$ cat config.mk
export PLATFORM = sky130hd
export DESIGN_NAME = inversion_count_stable_sort_unit
export DESIGN_NICKNAME = d
export VERILOG_FILES = /design/src/rtl/ics_pkg.sv /design/src/rtl/ics_front.sv /design/src/rtl/ics_queue.sv /design/src/rtl/ics_back.sv /design/src/rtl/inversion_count_stable_sort_unit.sv
export SDC_FILE = /design/constraint.sdc
export NUM_CORES = 2
export LEC_CHECK = 0
export BUFFER_PORTS_ARGS = -buffer_cell sky130_fd_sc_hd__clkbuf_2
export CAP_MARGIN = 20
export CORE_MARGIN = 8
export CORE_UTILIZATION = 50
export CTS_BUF_LIST = sky130_fd_sc_hd__clkbuf_4 sky130_fd_sc_hd__clkbuf_8
export CTS_CLUSTER_SIZE = 40
export DETAILED_ROUTE_END_ITERATION = 8
export GPL_ROUTABILITY_DRIVEN = 1
export PLACE_DENSITY = 0.68
export SYNTH_ARGS = -nofsm -noshare
export SYNTH_HDL_FRONTEND = slang
export SYNTH_SLANG_ARGS = --single-unit
$ cat constraint.sdc
create_clock -name clk_i -period 4.6 [get_ports clk_i]
set_clock_uncertainty 0.05 [all_clocks]
set_input_delay 0.23 -clock clk_i [delete_from_list [all_inputs] [get_ports clk_i]]
set_output_delay 0.23 -clock clk_i [all_outputs]
set_load 0.01 [all_outputs]
$ cat src/rtl/ics_pkg.sv
// ics_pkg: shared types and constants of the inversion count stable sort unit
// used by every module of the unit and by its checker
package ics_pkg;

  localparam int unsigned SYM_W       = 8;
  localparam int unsigned POS_W       = 6;
  localparam int unsigned CNT_W       = 11;
  localparam int unsigned COUNT_MAX   = 2047;
  localparam int unsigned MAX_LEN     = 64;
  localparam int unsigned MAX_STRINGS = 64;
  localparam int unsigned QUEUE_DEPTH = 2;

  localparam int unsigned S_TDATA_W = 8;
  localparam int unsigned M_TDATA_W = 24;

  typedef enum logic {
    OP_LOAD  = 1'b0,
    OP_FETCH = 1'b1
  } ics_op_e;

  typedef struct packed {
    ics_op_e          op;
    logic [SYM_W-1:0] symbol;
    logic             eos;
  } cmd_t;

  typedef enum logic [2:0] {
    ST_IDLE,
    ST_LD_SCAN,
    ST_LD_FIN,
    ST_FT_SCAN,
    ST_FT_FIN
  } ics_state_e;

endpackage

$ cat src/rtl/ics_front.sv
// ics_front: input request register that decodes stream beats into commands
// depends on ics_pkg
module ics_front (
  input  logic                          clk_i,
  input  logic                          rst_ni,
  input  logic                          s_axis_tvalid,
  output logic                          s_axis_tready,
  input  logic [ics_pkg::S_TDATA_W-1:0] s_axis_tdata,  // symbol[7:0]
  input  logic                          s_axis_tuser,  // action
  input  logic                          s_axis_tlast,
  output logic                          cmd_valid_o,
  output ics_pkg::cmd_t                 cmd_o,
  input  logic                          cmd_ready_i
);

  logic          valid_q, valid_d;
  ics_pkg::cmd_t cmd_q, cmd_d;
  logic          take;

  assign s_axis_tready = !valid_q || cmd_ready_i;
  assign take          = s_axis_tvalid && s_axis_tready;

  always_comb begin
    valid_d = valid_q;
    cmd_d   = cmd_q;
    if (cmd_ready_i) begin
      valid_d = 1'b0;
    end
    if (take) begin
      valid_d    = 1'b1;
      cmd_d.op   = s_axis_tuser ? ics_pkg::OP_FETCH : ics_pkg::OP_LOAD;
      cmd_d.symbol = s_axis_tdata[ics_pkg::SYM_W-1:0];
      cmd_d.eos  = s_axis_tlast;
    end
  end

  always_ff @(posedge clk_i or negedge rst_ni) begin
    if (!rst_ni) begin
      valid_q <= 1'b0;
    end else begin
      valid_q <= valid_d;
    end
  end

  always_ff @(posedge clk_i) begin
    cmd_q <= cmd_d;
  end

  assign cmd_valid_o = valid_q;
  assign cmd_o       = cmd_q;

endmodule

$ cat src/rtl/ics_queue.sv
// ics_queue: short command queue between the front and the back
// depends on ics_pkg
module ics_queue (
  input  logic          clk_i,
  input  logic          rst_ni,
  input  logic          push_valid_i,
  output logic          push_ready_o,
  input  ics_pkg::cmd_t push_cmd_i,
  output logic          pop_valid_o,
  input  logic          pop_ready_i,
  output ics_pkg::cmd_t pop_cmd_o
);

  localparam int unsigned PTR_W = (ics_pkg::QUEUE_DEPTH > 1) ? $clog2(ics_pkg::QUEUE_DEPTH) : 1;
  localparam int unsigned FILL_W = $clog2(ics_pkg::QUEUE_DEPTH + 1);

  ics_pkg::cmd_t       slot_q [ics_pkg::QUEUE_DEPTH];
  logic [PTR_W-1:0]    wr_ptr_q, wr_ptr_d, rd_ptr_q, rd_ptr_d;
  logic [FILL_W-1:0]   fill_q, fill_d;
  logic                push, pop;

  assign push_ready_o = fill_q != FILL_W'(ics_pkg::QUEUE_DEPTH);
  assign pop_valid_o  = fill_q != '0;
  assign push         = push_valid_i && push_ready_o;
  assign pop          = pop_valid_o && pop_ready_i;
  assign pop_cmd_o    = slot_q[rd_ptr_q];

  always_comb begin
    wr_ptr_d = wr_ptr_q;
    rd_ptr_d = rd_ptr_q;
    fill_d   = fill_q;
    if (push) begin
      wr_ptr_d = (wr_ptr_q == PTR_W'(ics_pkg::QUEUE_DEPTH - 1)) ? '0 : wr_ptr_q + 1'b1;
    end
    if (pop) begin
      rd_ptr_d = (rd_ptr_q == PTR_W'(ics_pkg::QUEUE_DEPTH - 1)) ? '0 : rd_ptr_q + 1'b1;
    end
    if (push && !pop) begin
      fill_d = fill_q + 1'b1;
    end else if (pop && !push) begin
      fill_d = fill_q - 1'b1;
    end
  end

  always_ff @(posedge clk_i or negedge rst_ni) begin
    if (!rst_ni) begin
      wr_ptr_q <= '0;
      rd_ptr_q <= '0;
      fill_q   <= '0;
    end else begin
      wr_ptr_q <= wr_ptr_d;
      rd_ptr_q <= rd_ptr_d;
      fill_q   <= fill_d;
    end
  end

  always_ff @(posedge clk_i) begin
    if (push) begin
      slot_q[wr_ptr_q] <= push_cmd_i;
    end
  end

endmodule

$ cat src/rtl/ics_back.sv
// ics_back: executes load and fetch commands over the symbol, count and mark memories
// depends on ics_pkg
module ics_back #(
  parameter int unsigned MAX_LEN     = ics_pkg::MAX_LEN,
  parameter int unsigned MAX_STRINGS = ics_pkg::MAX_STRINGS
) (
  input  logic                          clk_i,
  input  logic                          rst_ni,
  input  logic                          cmd_valid_i,
  output logic                          cmd_ready_o,
  input  ics_pkg::cmd_t                 cmd_i,
  output logic                          m_axis_tvalid,
  input  logic                          m_axis_tready,
  output logic [ics_pkg::M_TDATA_W-1:0] m_axis_tdata,  // position[5:0] count[16:6] overflow[17]
  output logic                          m_axis_tuser,  // valid_res
  output logic                          m_axis_tlast
);

  localparam int unsigned LEN_IW = $clog2(MAX_LEN);
  localparam int unsigned LEN_CW = $clog2(MAX_LEN + 1);
  localparam int unsigned STR_IW = $clog2(MAX_STRINGS);
  localparam int unsigned STR_CW = $clog2(MAX_STRINGS + 1);
  localparam int unsigned CNT_W  = ics_pkg::CNT_W;
  localparam int unsigned POS_W  = ics_pkg::POS_W;
  localparam int unsigned SYM_W  = ics_pkg::SYM_W;

  ics_pkg::ics_state_e state_q, state_d;
  ics_pkg::cmd_t       cmd_q, cmd_d;

  logic [LEN_CW-1:0] len_q, len_d;
  logic [CNT_W-1:0]  cur_cnt_q, cur_cnt_d;
  logic [STR_CW-1:0] total_q, total_d;
  logic [STR_CW-1:0] fetched_q, fetched_d;
  logic              ovf_q, ovf_d;

  logic [LEN_CW-1:0] lidx_q, lidx_d;
  logic [LEN_CW-1:0] greater_q, greater_d;
  logic [STR_CW-1:0] fidx_q, fidx_d;
  logic [STR_IW-1:0] rd_idx_q, rd_idx_d;
  logic              rd_vld_q, rd_vld_d;
  logic              found_q, found_d;
  logic [CNT_W-1:0]  best_cnt_q, best_cnt_d;
  logic [STR_IW-1:0] best_pos_q, best_pos_d;

  logic [SYM_W-1:0]  sym_mem [MAX_LEN];
  logic [CNT_W-1:0]  cnt_mem [MAX_STRINGS];
  logic              mark_mem [MAX_STRINGS];
  logic [SYM_W-1:0]  sym_rd_q;
  logic [CNT_W-1:0]  cnt_rd_q;
  logic              mark_rd_q;
  logic              sym_rd_en, sym_wr_en, cnt_rd_en, cnt_wr_en;
  logic [CNT_W-1:0]  cnt_wr_data;
  logic              mark_set;

  logic                          out_valid_q, out_valid_d;
  logic [ics_pkg::M_TDATA_W-1:0] out_data_q, out_data_d;
  logic                          out_user_q, out_user_d;
  logic                          out_last_q, out_last_d;

  logic              set_full, len_room, out_free, is_last;
  logic [CNT_W:0]    sum;
  logic [CNT_W-1:0]  sat_cnt;
  logic [POS_W+STR_IW-1:0] pos_ext;

  assign set_full = total_q == STR_CW'(MAX_STRINGS);
  assign len_room = len_q < LEN_CW'(MAX_LEN);
  assign out_free = !out_valid_q || m_axis_tready;
  assign sum      = {1'b0, cur_cnt_q} + (CNT_W + 1)'(greater_q);
  assign sat_cnt  = (sum > (CNT_W + 1)'(ics_pkg::COUNT_MAX)) ?
                    CNT_W'(ics_pkg::COUNT_MAX) : sum[CNT_W-1:0];
  assign is_last  = (fetched_q + 1'b1) == total_q;
  assign pos_ext  = {{POS_W{1'b0}}, best_pos_q};

  always_comb begin
    state_d     = state_q;
    cmd_d       = cmd_q;
    len_d       = len_q;
    cur_cnt_d   = cur_cnt_q;
    total_d     = total_q;
    fetched_d   = fetched_q;
    ovf_d       = ovf_q;
    lidx_d      = lidx_q;
    greater_d   = greater_q;
    fidx_d      = fidx_q;
    rd_idx_d    = rd_idx_q;
    rd_vld_d    = 1'b0;
    found_d     = found_q;
    best_cnt_d  = best_cnt_q;
    best_pos_d  = best_pos_q;
    out_valid_d = out_valid_q;
    out_data_d  = out_data_q;
    out_user_d  = out_user_q;
    out_last_d  = out_last_q;
    sym_rd_en   = 1'b0;
    sym_wr_en   = 1'b0;
    cnt_rd_en   = 1'b0;
    cnt_wr_en   = 1'b0;
    cnt_wr_data = sat_cnt;
    mark_set    = 1'b0;
    cmd_ready_o = 1'b0;

    if (out_valid_q && m_axis_tready) begin
      out_valid_d = 1'b0;
    end

    unique case (state_q)
      ics_pkg::ST_IDLE: begin
        cmd_ready_o = 1'b1;
        if (cmd_valid_i) begin
          cmd_d     = cmd_i;
          lidx_d    = '0;
          greater_d = '0;
          fidx_d    = '0;
          found_d   = 1'b0;
          if (cmd_i.op == ics_pkg::OP_LOAD) begin
            state_d = (!set_full && len_room) ? ics_pkg::ST_LD_SCAN : ics_pkg::ST_LD_FIN;
          end else begin
            state_d = ics_pkg::ST_FT_SCAN;
          end
        end
      end
      ics_pkg::ST_LD_SCAN: begin
        if (lidx_q < len_q) begin
          sym_rd_en = 1'b1;
          rd_vld_d  = 1'b1;
          lidx_d    = lidx_q + 1'b1;
        end
        if (rd_vld_q && (sym_rd_q > cmd_q.symbol)) begin
          greater_d = greater_q + 1'b1;
        end
        if ((lidx_q == len_q) && !rd_vld_q) begin
          state_d = ics_pkg::ST_LD_FIN;
        end
      end
      ics_pkg::ST_LD_FIN: begin
        if (set_full) begin
          ovf_d = 1'b1;
        end else begin
          if (len_room) begin
            sym_wr_en = 1'b1;
            cur_cnt_d = sat_cnt;
            len_d     = len_q + 1'b1;
          end else begin
            ovf_d       = 1'b1;
            cnt_wr_data = cur_cnt_q;
          end
          if (cmd_q.eos) begin
            cnt_wr_en = 1'b1;
            total_d   = total_q + 1'b1;
            len_d     = '0;
            cur_cnt_d = '0;
          end
        end
        state_d = ics_pkg::ST_IDLE;
      end
      ics_pkg::ST_FT_SCAN: begin
        if (fidx_q < total_q) begin
          cnt_rd_en = 1'b1;
          rd_vld_d  = 1'b1;
          rd_idx_d  = fidx_q[STR_IW-1:0];
          fidx_d    = fidx_q + 1'b1;
        end
        if (rd_vld_q && !mark_rd_q && (!found_q || (cnt_rd_q < best_cnt_q))) begin
          found_d    = 1'b1;
          best_cnt_d = cnt_rd_q;
          best_pos_d = rd_idx_q;
        end
        if ((fidx_q == total_q) && !rd_vld_q) begin
          state_d = ics_pkg::ST_FT_FIN;
        end
      end
      ics_pkg::ST_FT_FIN: begin
        if (out_free) begin
          out_valid_d = 1'b1;
          out_user_d  = found_q;
          if (found_q) begin
            out_data_d = {{(ics_pkg::M_TDATA_W - POS_W - CNT_W - 1){1'b0}},
                          ovf_q, best_cnt_q, pos_ext[POS_W-1:0]};
            out_last_d = is_last;
            mark_set   = 1'b1;
            fetched_d  = fetched_q + 1'b1;
            if (is_last) begin
              total_d   = '0;
              fetched_d = '0;
              ovf_d     = 1'b0;
            end
          end else begin
            out_data_d = {{(ics_pkg::M_TDATA_W - POS_W - CNT_W - 1){1'b0}},
                          ovf_q, {(CNT_W + POS_W){1'b0}}};
            out_last_d = 1'b0;
          end
          state_d = ics_pkg::ST_IDLE;
        end
      end
      default: state_d = ics_pkg::ST_IDLE;
    endcase
  end

  always_ff @(posedge clk_i or negedge rst_ni) begin
    if (!rst_ni) begin
      state_q     <= ics_pkg::ST_IDLE;
      len_q       <= '0;
      cur_cnt_q   <= '0;
      total_q     <= '0;
      fetched_q   <= '0;
      ovf_q       <= 1'b0;
      lidx_q      <= '0;
      greater_q   <= '0;
      fidx_q      <= '0;
      rd_vld_q    <= 1'b0;
      found_q     <= 1'b0;
      out_valid_q <= 1'b0;
    end else begin
      state_q     <= state_d;
      len_q       <= len_d;
      cur_cnt_q   <= cur_cnt_d;
      total_q     <= total_d;
      fetched_q   <= fetched_d;
      ovf_q       <= ovf_d;
      lidx_q      <= lidx_d;
      greater_q   <= greater_d;
      fidx_q      <= fidx_d;
      rd_vld_q    <= rd_vld_d;
      found_q     <= found_d;
      out_valid_q <= out_valid_d;
    end
  end

  always_ff @(posedge clk_i) begin
    cmd_q      <= cmd_d;
    rd_idx_q   <= rd_idx_d;
    best_cnt_q <= best_cnt_d;
    best_pos_q <= best_pos_d;
    out_data_q <= out_data_d;
    out_user_q <= out_user_d;
    out_last_q <= out_last_d;
  end

  // symbol store of the string being loaded
  always_ff @(posedge clk_i) begin
    if (sym_wr_en) begin
      sym_mem[len_q[LEN_IW-1:0]] <= cmd_q.symbol;
    end
    if (sym_rd_en) begin
      sym_rd_q <= sym_mem[lidx_q[LEN_IW-1:0]];
    end
  end

  // finished counts by arrival position
  always_ff @(posedge clk_i) begin
    if (cnt_wr_en) begin
      cnt_mem[total_q[STR_IW-1:0]] <= cnt_wr_data;
    end
    if (cnt_rd_en) begin
      cnt_rd_q <= cnt_mem[fidx_q[STR_IW-1:0]];
    end
  end

  // fetched marks, written clear when a string joins the set
  always_ff @(posedge clk_i) begin
    if (cnt_wr_en) begin
      mark_mem[total_q[STR_IW-1:0]] <= 1'b0;
    end else if (mark_set) begin
      mark_mem[best_pos_q] <= 1'b1;
    end
    if (cnt_rd_en) begin
      mark_rd_q <= mark_mem[fidx_q[STR_IW-1:0]];
    end
  end

  assign m_axis_tvalid = out_valid_q;
  assign m_axis_tdata  = out_data_q;
  assign m_axis_tuser  = out_user_q;
  assign m_axis_tlast  = out_last_q;

endmodule

$ cat src/rtl/inversion_count_stable_sort_unit.sv
// inversion_count_stable_sort_unit: a load of a symbol compares it against the symbols stored so far
// for the current string (one stored symbol compared per cycle through the symbol memory port);
// a fetch scans the counts of the strings in the set (one count read per cycle).
// requests pass a front register and a two-entry queue before they reach the back end.
// reset: async active low, clears control, totals and flags; memories are not cleared,
// a fetched mark is written clear when its string joins the set
module inversion_count_stable_sort_unit #(
  parameter int unsigned MAX_LEN     = ics_pkg::MAX_LEN,
  parameter int unsigned MAX_STRINGS = ics_pkg::MAX_STRINGS
) (
  input  logic                          clk_i,
  input  logic                          rst_ni,
  input  logic                          s_axis_tvalid,
  output logic                          s_axis_tready,
  input  logic [ics_pkg::S_TDATA_W-1:0] s_axis_tdata,  // symbol[7:0]
  input  logic                          s_axis_tuser,  // action
  input  logic                          s_axis_tlast,  // end_of_string
  output logic                          m_axis_tvalid,
  input  logic                          m_axis_tready,
  output logic [ics_pkg::M_TDATA_W-1:0] m_axis_tdata,  // position[5:0] count[16:6] overflow[17]
  output logic                          m_axis_tuser,  // valid_res
  output logic                          m_axis_tlast   // last_entry
);

  logic          f_valid, f_ready, q_valid, q_ready;
  ics_pkg::cmd_t f_cmd, q_cmd;

  ics_front u_front (
    .clk_i         (clk_i),
    .rst_ni        (rst_ni),
    .s_axis_tvalid (s_axis_tvalid),
    .s_axis_tready (s_axis_tready),
    .s_axis_tdata  (s_axis_tdata),
    .s_axis_tuser  (s_axis_tuser),
    .s_axis_tlast  (s_axis_tlast),
    .cmd_valid_o   (f_valid),
    .cmd_o         (f_cmd),
    .cmd_ready_i   (f_ready)
  );

  ics_queue u_queue (
    .clk_i        (clk_i),
    .rst_ni       (rst_ni),
    .push_valid_i (f_valid),
    .push_ready_o (f_ready),
    .push_cmd_i   (f_cmd),
    .pop_valid_o  (q_valid),
    .pop_ready_i  (q_ready),
    .pop_cmd_o    (q_cmd)
  );

  ics_back #(
    .MAX_LEN     (MAX_LEN),
    .MAX_STRINGS (MAX_STRINGS)
  ) u_back (
    .clk_i         (clk_i),
    .rst_ni        (rst_ni),
    .cmd_valid_i   (q_valid),
    .cmd_ready_o   (q_ready),
    .cmd_i         (q_cmd),
    .m_axis_tvalid (m_axis_tvalid),
    .m_axis_tready (m_axis_tready),
    .m_axis_tdata  (m_axis_tdata),
    .m_axis_tuser  (m_axis_tuser),
    .m_axis_tlast  (m_axis_tlast)
  );

endmodule

# == Yosys cells after proc, flatten, opt, wreduce, memory -nomap -nowiden ==
# Memory sizes are Yosys's and may differ from the RTL's. A register that Yosys moved wholly into a read port is not among the register bits.
# Index checks and enable logic that the tools add are counted.
# op_classes
add_sub_neg,11
n_lt_le_gt_ge,6
eq_ne,22
n_mux,74
bitwise_logic,1
reduce_logical,46
# ops
operator,count
7-bit two-way mux,12
7-bit case mux with 2 select lines,4
11-bit two-way mux,5
7-bit by 1-bit adder with 7-bit output (second input constant),6
1-bit two-way mux,40
7-bit == test,3
2-bit by 1-bit inequality test with 1-bit output (second input constant),10
3-bit AND reduction,6
3-bit two-way mux,5
7-bit less-than comparator,2
2-bit nonzero test,7
11-bit by 7-bit adder with 12-bit output,1
12-bit by 11-bit greater-than comparator with 1-bit output (second input constant),1
1-bit logical AND,12
3-bit case mux with 4 select lines,1
11-bit less-than comparator,1
2-bit AND reduction,5
8-bit greater-than comparator,1
1-bit logical NOT,8
7-bit == test (second input constant),1
7-bit less-than comparator (second input constant),1
3-bit by 2-bit == test with 1-bit output (second input constant),2
2-bit two-way mux,3
6-bit two-way mux,1
other kinds (15),22
# word_totals
reg_bits,133
mem_bits_rw,1300
input_bits,14
out_inout_bits,28
elab_cells,192
n_memories,4
# mem_list
memory,words,word_bits,read_ports,rd_ports_with_merged_regs,write_ports,line_no,rtl
u_back.cnt_mem,64,11,1,1,1,ics_back.sv:46,logic [CNT_W-1:0] cnt_mem [MAX_STRINGS];
u_back.sym_mem,64,8,1,1,1,ics_back.sv:45,logic [SYM_W-1:0] sym_mem [MAX_LEN];
u_back.mark_mem,64,1,1,1,1,ics_back.sv:47,logic mark_mem [MAX_STRINGS];
u_queue.slot_q,2,10,1,0,1,ics_queue.sv:17,ics_pkg::cmd_t slot_q [ics_pkg::QUEUE_DEPTH];

# == Depth between registers and ports, before layout ==
# logic_depth
ltp_word,9
depth_mapped,11
mapped_depth_nobuf,9

# == Modules after synthesis ==
# From an unflattened synthesis, not the netlist that was laid out.
# hier_totals
cells_unflattened,2962
area_unflattened_um2,57543.9
# modules_own_cells
mod,instances,cells_each,area_each_um2,seq_area_each_um2
ics_back,1,2899,56257.7,42100.4
ics_queue,1,49,932.1,700.7
ics_front,1,14,354.1,325.3

# == Worst setup path before layout ==
# No wires, ideal clock.
# synth_timing
kind,register -> register
start,register u_back.total_q[0]
end,"memory u_back.cnt_mem[0][1], data pin"
setup_ps,588
arrival_ps,3784
required_time_ps,3962
path_slack_ps,179
path_stages_with_launch,10
path_buffers,3
period_less_slack_ps,4421
path_cell_list,dfrtp_1 > clkbuf_1 > inv_1 > ha_1 > nand4bb_1 > o31a_1 > buf_2 > nand2_1 > clkbuf_1 > a31oi_1
# synth_via
elab_chain_len,3
# synth_rtl
element,line_no,rtl
start: declaration,ics_back.sv:32,"logic [STR_CW-1:0] total_q, total_d;"
start signal: assignment,ics_back.sv:217,total_q <= total_d;
7-bit == test,ics_back.sv:65,assign set_full = total_q == STR_CW'(MAX_STRINGS);
11-bit two-way mux,ics_back.sv:136,if (set_full) begin
11-bit two-way mux,ics_back.sv:106,unique case (state_q)
named net u_back.cnt_wr_data[1],ics_back.sv:52,logic [CNT_W-1:0] cnt_wr_data;
end: declaration,ics_back.sv:46,
# The timed path passes the listed nets, and every way through them passes these cells.

# == Worst setup path after layout ==
# layout_timing
start,register u_back.total_q[0]
end,memory u_back.sym_mem[43][1] (enable)
# layout_via
elab_chain_len,5
# layout_rtl
element,line_no,rtl
7-bit == test,ics_back.sv:65,
1-bit two-way mux,ics_back.sv:136,
1-bit two-way mux,ics_back.sv:106,
1-bit two-way mux,ics_back.sv:241,if (sym_wr_en) begin
1-bit two-way mux (implied by the code),ics_back.sv:242,sym_mem[len_q[LEN_IW-1:0]] <= cmd_q.symbol;
end: declaration,ics_back.sv:45,
# Every way passes these cells.

==> results.sh <==
export IMPL_relSlewSlack=0.2574
export IMPL_synth_seq_cells=1447
export IMPL_cp_startpoint="u_back.total_q[0]"
export IMPL_worst_slew_pin_slew_ns=1.114
export IMPL_setup_tns_final_ns=0
export IMPL_die_area_mm2=0.1264
export IMPL_yosys_warnings=0
export IMPL_cts_resized=0
export IMPL_via_count=28732
export IMPL_grt_pass1_wl_um=192500
export IMPL_drv_slew=0
export IMPL_antenna_found_initial=3
export IMPL_cp_arrival_ns=4.48
export IMPL_cts_htree_levels=4
export IMPL_ys_seq_area_frac=0.7481
export IMPL_finalHoldViolations=0
export IMPL_postCtsSetupBuffers=0
export IMPL_die_y_um=355.6
export IMPL_hold_path_class="input port to register"
export IMPL_numPortBuffers=35
export IMPL_timing_final_crit_period_ns=4.043
export IMPL_cts_sinks=1447
export IMPL_min_from="m_axis_tready"
export IMPL_cts_buffers=219
export IMPL_maxCapViolations=0
export IMPL_clk_pin_slew_ns=0.06
export IMPL_rsz0062_at_grt="no"
export IMPL_yosysMostFrequentCell="edfxtp_1"
export IMPL_grt_overflow=0
export IMPL_netlist_instances=2839
export IMPL_status="finished clean"
export IMPL_drc=0
export IMPL_ys_async_sr_fraction=0.04492
export IMPL_synth_ff_type="edfxtp_1"
export IMPL_r2r_start="u_back.total_q[0]"
export IMPL_holdBufCountCts=24
export IMPL_grtUsageTotal=0.2044
export IMPL_netlist_area_mm2=0.05765
export IMPL_cp_required_ns=5.04
export IMPL_wl_per_cell_um=27.26
export IMPL_area_delta_synth_final_pct=11.89
export IMPL_avgSynthCellArea_um2=20.31
export IMPL_power_leakage_uw=0.02059
export IMPL_setup_worst_path_start_class="register"
export IMPL_fmax_ghz=0.2473
export IMPL_synth_commonest_cells="edfxtp_1, mux4_2, nor2_1"
export IMPL_gp_congestion=0.8373
export IMPL_path_max_fanout=12
export IMPL_worstSetupPathType="register to register"
export IMPL_core_area_mm2=0.1143
export IMPL_yosysTopAreaCellShare=0.7199
export IMPL_drtIter0Drc=3345
export IMPL_grt_pass1_vias=29360
export IMPL_fin_nets=3142
export IMPL_die_w_um=355.6
export IMPL_antenna_left=0
export IMPL_post_place_ws_ns=0.6102
export IMPL_synth_cell_types=63
export IMPL_power_density_mw_per_mm2=519.9
export IMPL_synthTopCellsByArea="edfxtp_1, mux4_2, dfrtp_1, nor2_1, ha_1"
export IMPL_drt_total_wl_um=129700
export IMPL_first_pass_iters=6
export IMPL_num_io_pins=42
export IMPL_cts_buffer_depth=3
export IMPL_peakVddDrop_mv=0.3746
export IMPL_vias_per_cell=6.039
export IMPL_rows=124
export IMPL_fillCellCount=8276
export IMPL_initial_core_util=0.5042
export IMPL_hpwl_um=79500
export IMPL_setup_violations=0
export IMPL_yosys_area_top_type="edfxtp_1"
export IMPL_cts_tree="done"
export IMPL_synth_edf_count=1382
export IMPL_clkLatencyLatePin_ns=0.89
export IMPL_period_share=0.8789
export IMPL_cts_root_buf="clkbuf_8"
export IMPL_end_kind="register"
export IMPL_drive_above_1_share=0.2827
export IMPL_worst_slack_ns=0.5570
export IMPL_grt_max_degree=80
logic make-up after synthesis:
logic type / after synthesis / share of synthesized area
fa+ha+maj: 48 / 0.01055
buf+inv: 200 / 0.01606
mux: 431 / 0.1620
simple gates: 505 / 0.03887
compound gates: 179 / 0.02016
xor+xnor: 28 / 0.004254
other cells: 1 / 0.00006505
flops: 1447 / 0.7481
area by class of cell:
cell class | count | area (um2) | share of cell area
sequential | 1447 | 43140 | 0.6688
antenna | 2 | 5.005 | 0.00007759
clock inverter | 89 | 554.3 | 0.008593
tap | 1512 | 1892 | 0.02933
inverter | 52 | 196.4 | 0.003045
clock buffer | 296 | 3642 | 0.05646
timing repair buffer | 163 | 1354 | 0.02099
multi-input combinational | 1197 | 13720 | 0.2127
worst max-delay path, stage by stage, from the launching register on:
cell       delay, ns
dfrtp_1         0.57
inv_1           0.17
ha_1            0.23
nand4bb_1       0.15
o31a_1          0.40
nand2_1         0.31
nor2_1          0.26
nand3_1         0.67
nor2_1          0.86
flip-flops by register name, indices dropped and copies added (netlist names), 11 cells and up:
signal,cells
u_back.m_axis_tdata,18
u_back.sym_mem,512
u_back.best_cnt_q,11
u_back.cnt_rd_q,11
u_back.mark_mem,64
u_back.cur_cnt_q,11
u_back.cnt_mem,704
u_queue.slot_q,20
cells in the final DEF, fill, tap and decap left out, types with 47 or more instances in the layout:
cell type,instances
buf_4,94
clkbuf_4,69
clkbuf_8,227
clkinv_1,49
dfrtp_1,59
edfxtp_1,1382
ha_1,47
inv_1,50
mux4_2,400
nand2_1,110
nor2_1,256
metrics by stage:
step	instances	hold slack, ns	instance area (um2)	total power, uW	utilization
global placement	4343	0.3515	59980	23520	0.5246
finish	4758	0.1222	64510	33540	0.5641
floorplan	2844	-0.1156	57670	21220	-
detailed placement	4343	0.3562	59980	23710	0.5246
global route	4757	0.07955	64500	34810	0.5641
CTS	4752	0.01451	64430	33830	0.5635
per-layer routing:
layer | up-vias | global-route usage | wire length, um
li1 | 12114 | - | -
met1 | 15103 | 0.2788 | 52320
met2 | 1301 | 0.3252 | 62760
met3 | 214 | 0.05084 | 11070
met4 | 0 | 0.06701 | 3536
met5 | - | 0 | 0
where the power goes:
part	switching, uW	internal, uW
Sequential	639	15700
Combinational	4200	2880
Clock	4830	5300
Total	9670	23900
path summary, 6_finish.rpt:
check | endpoint | slack (ns) | depth (start not counted)
setup / recovery | u_back.sym_mem[43][1] | 0.56 | 8
hold / removal | u_back.state_q[2] | 0.12 | 3
setup reg to reg | u_back.sym_mem[43][1] | 0.56 | 8
hold reg to reg | u_back.best_pos_q[1] | 0.37 | 0
max in group asynchronous | u_back.fidx_q[0] | 3.75 | 4
min in group asynchronous | u_back.lidx_q[2] | 0.40 | 4
Power figures use the tool's default switching activity.
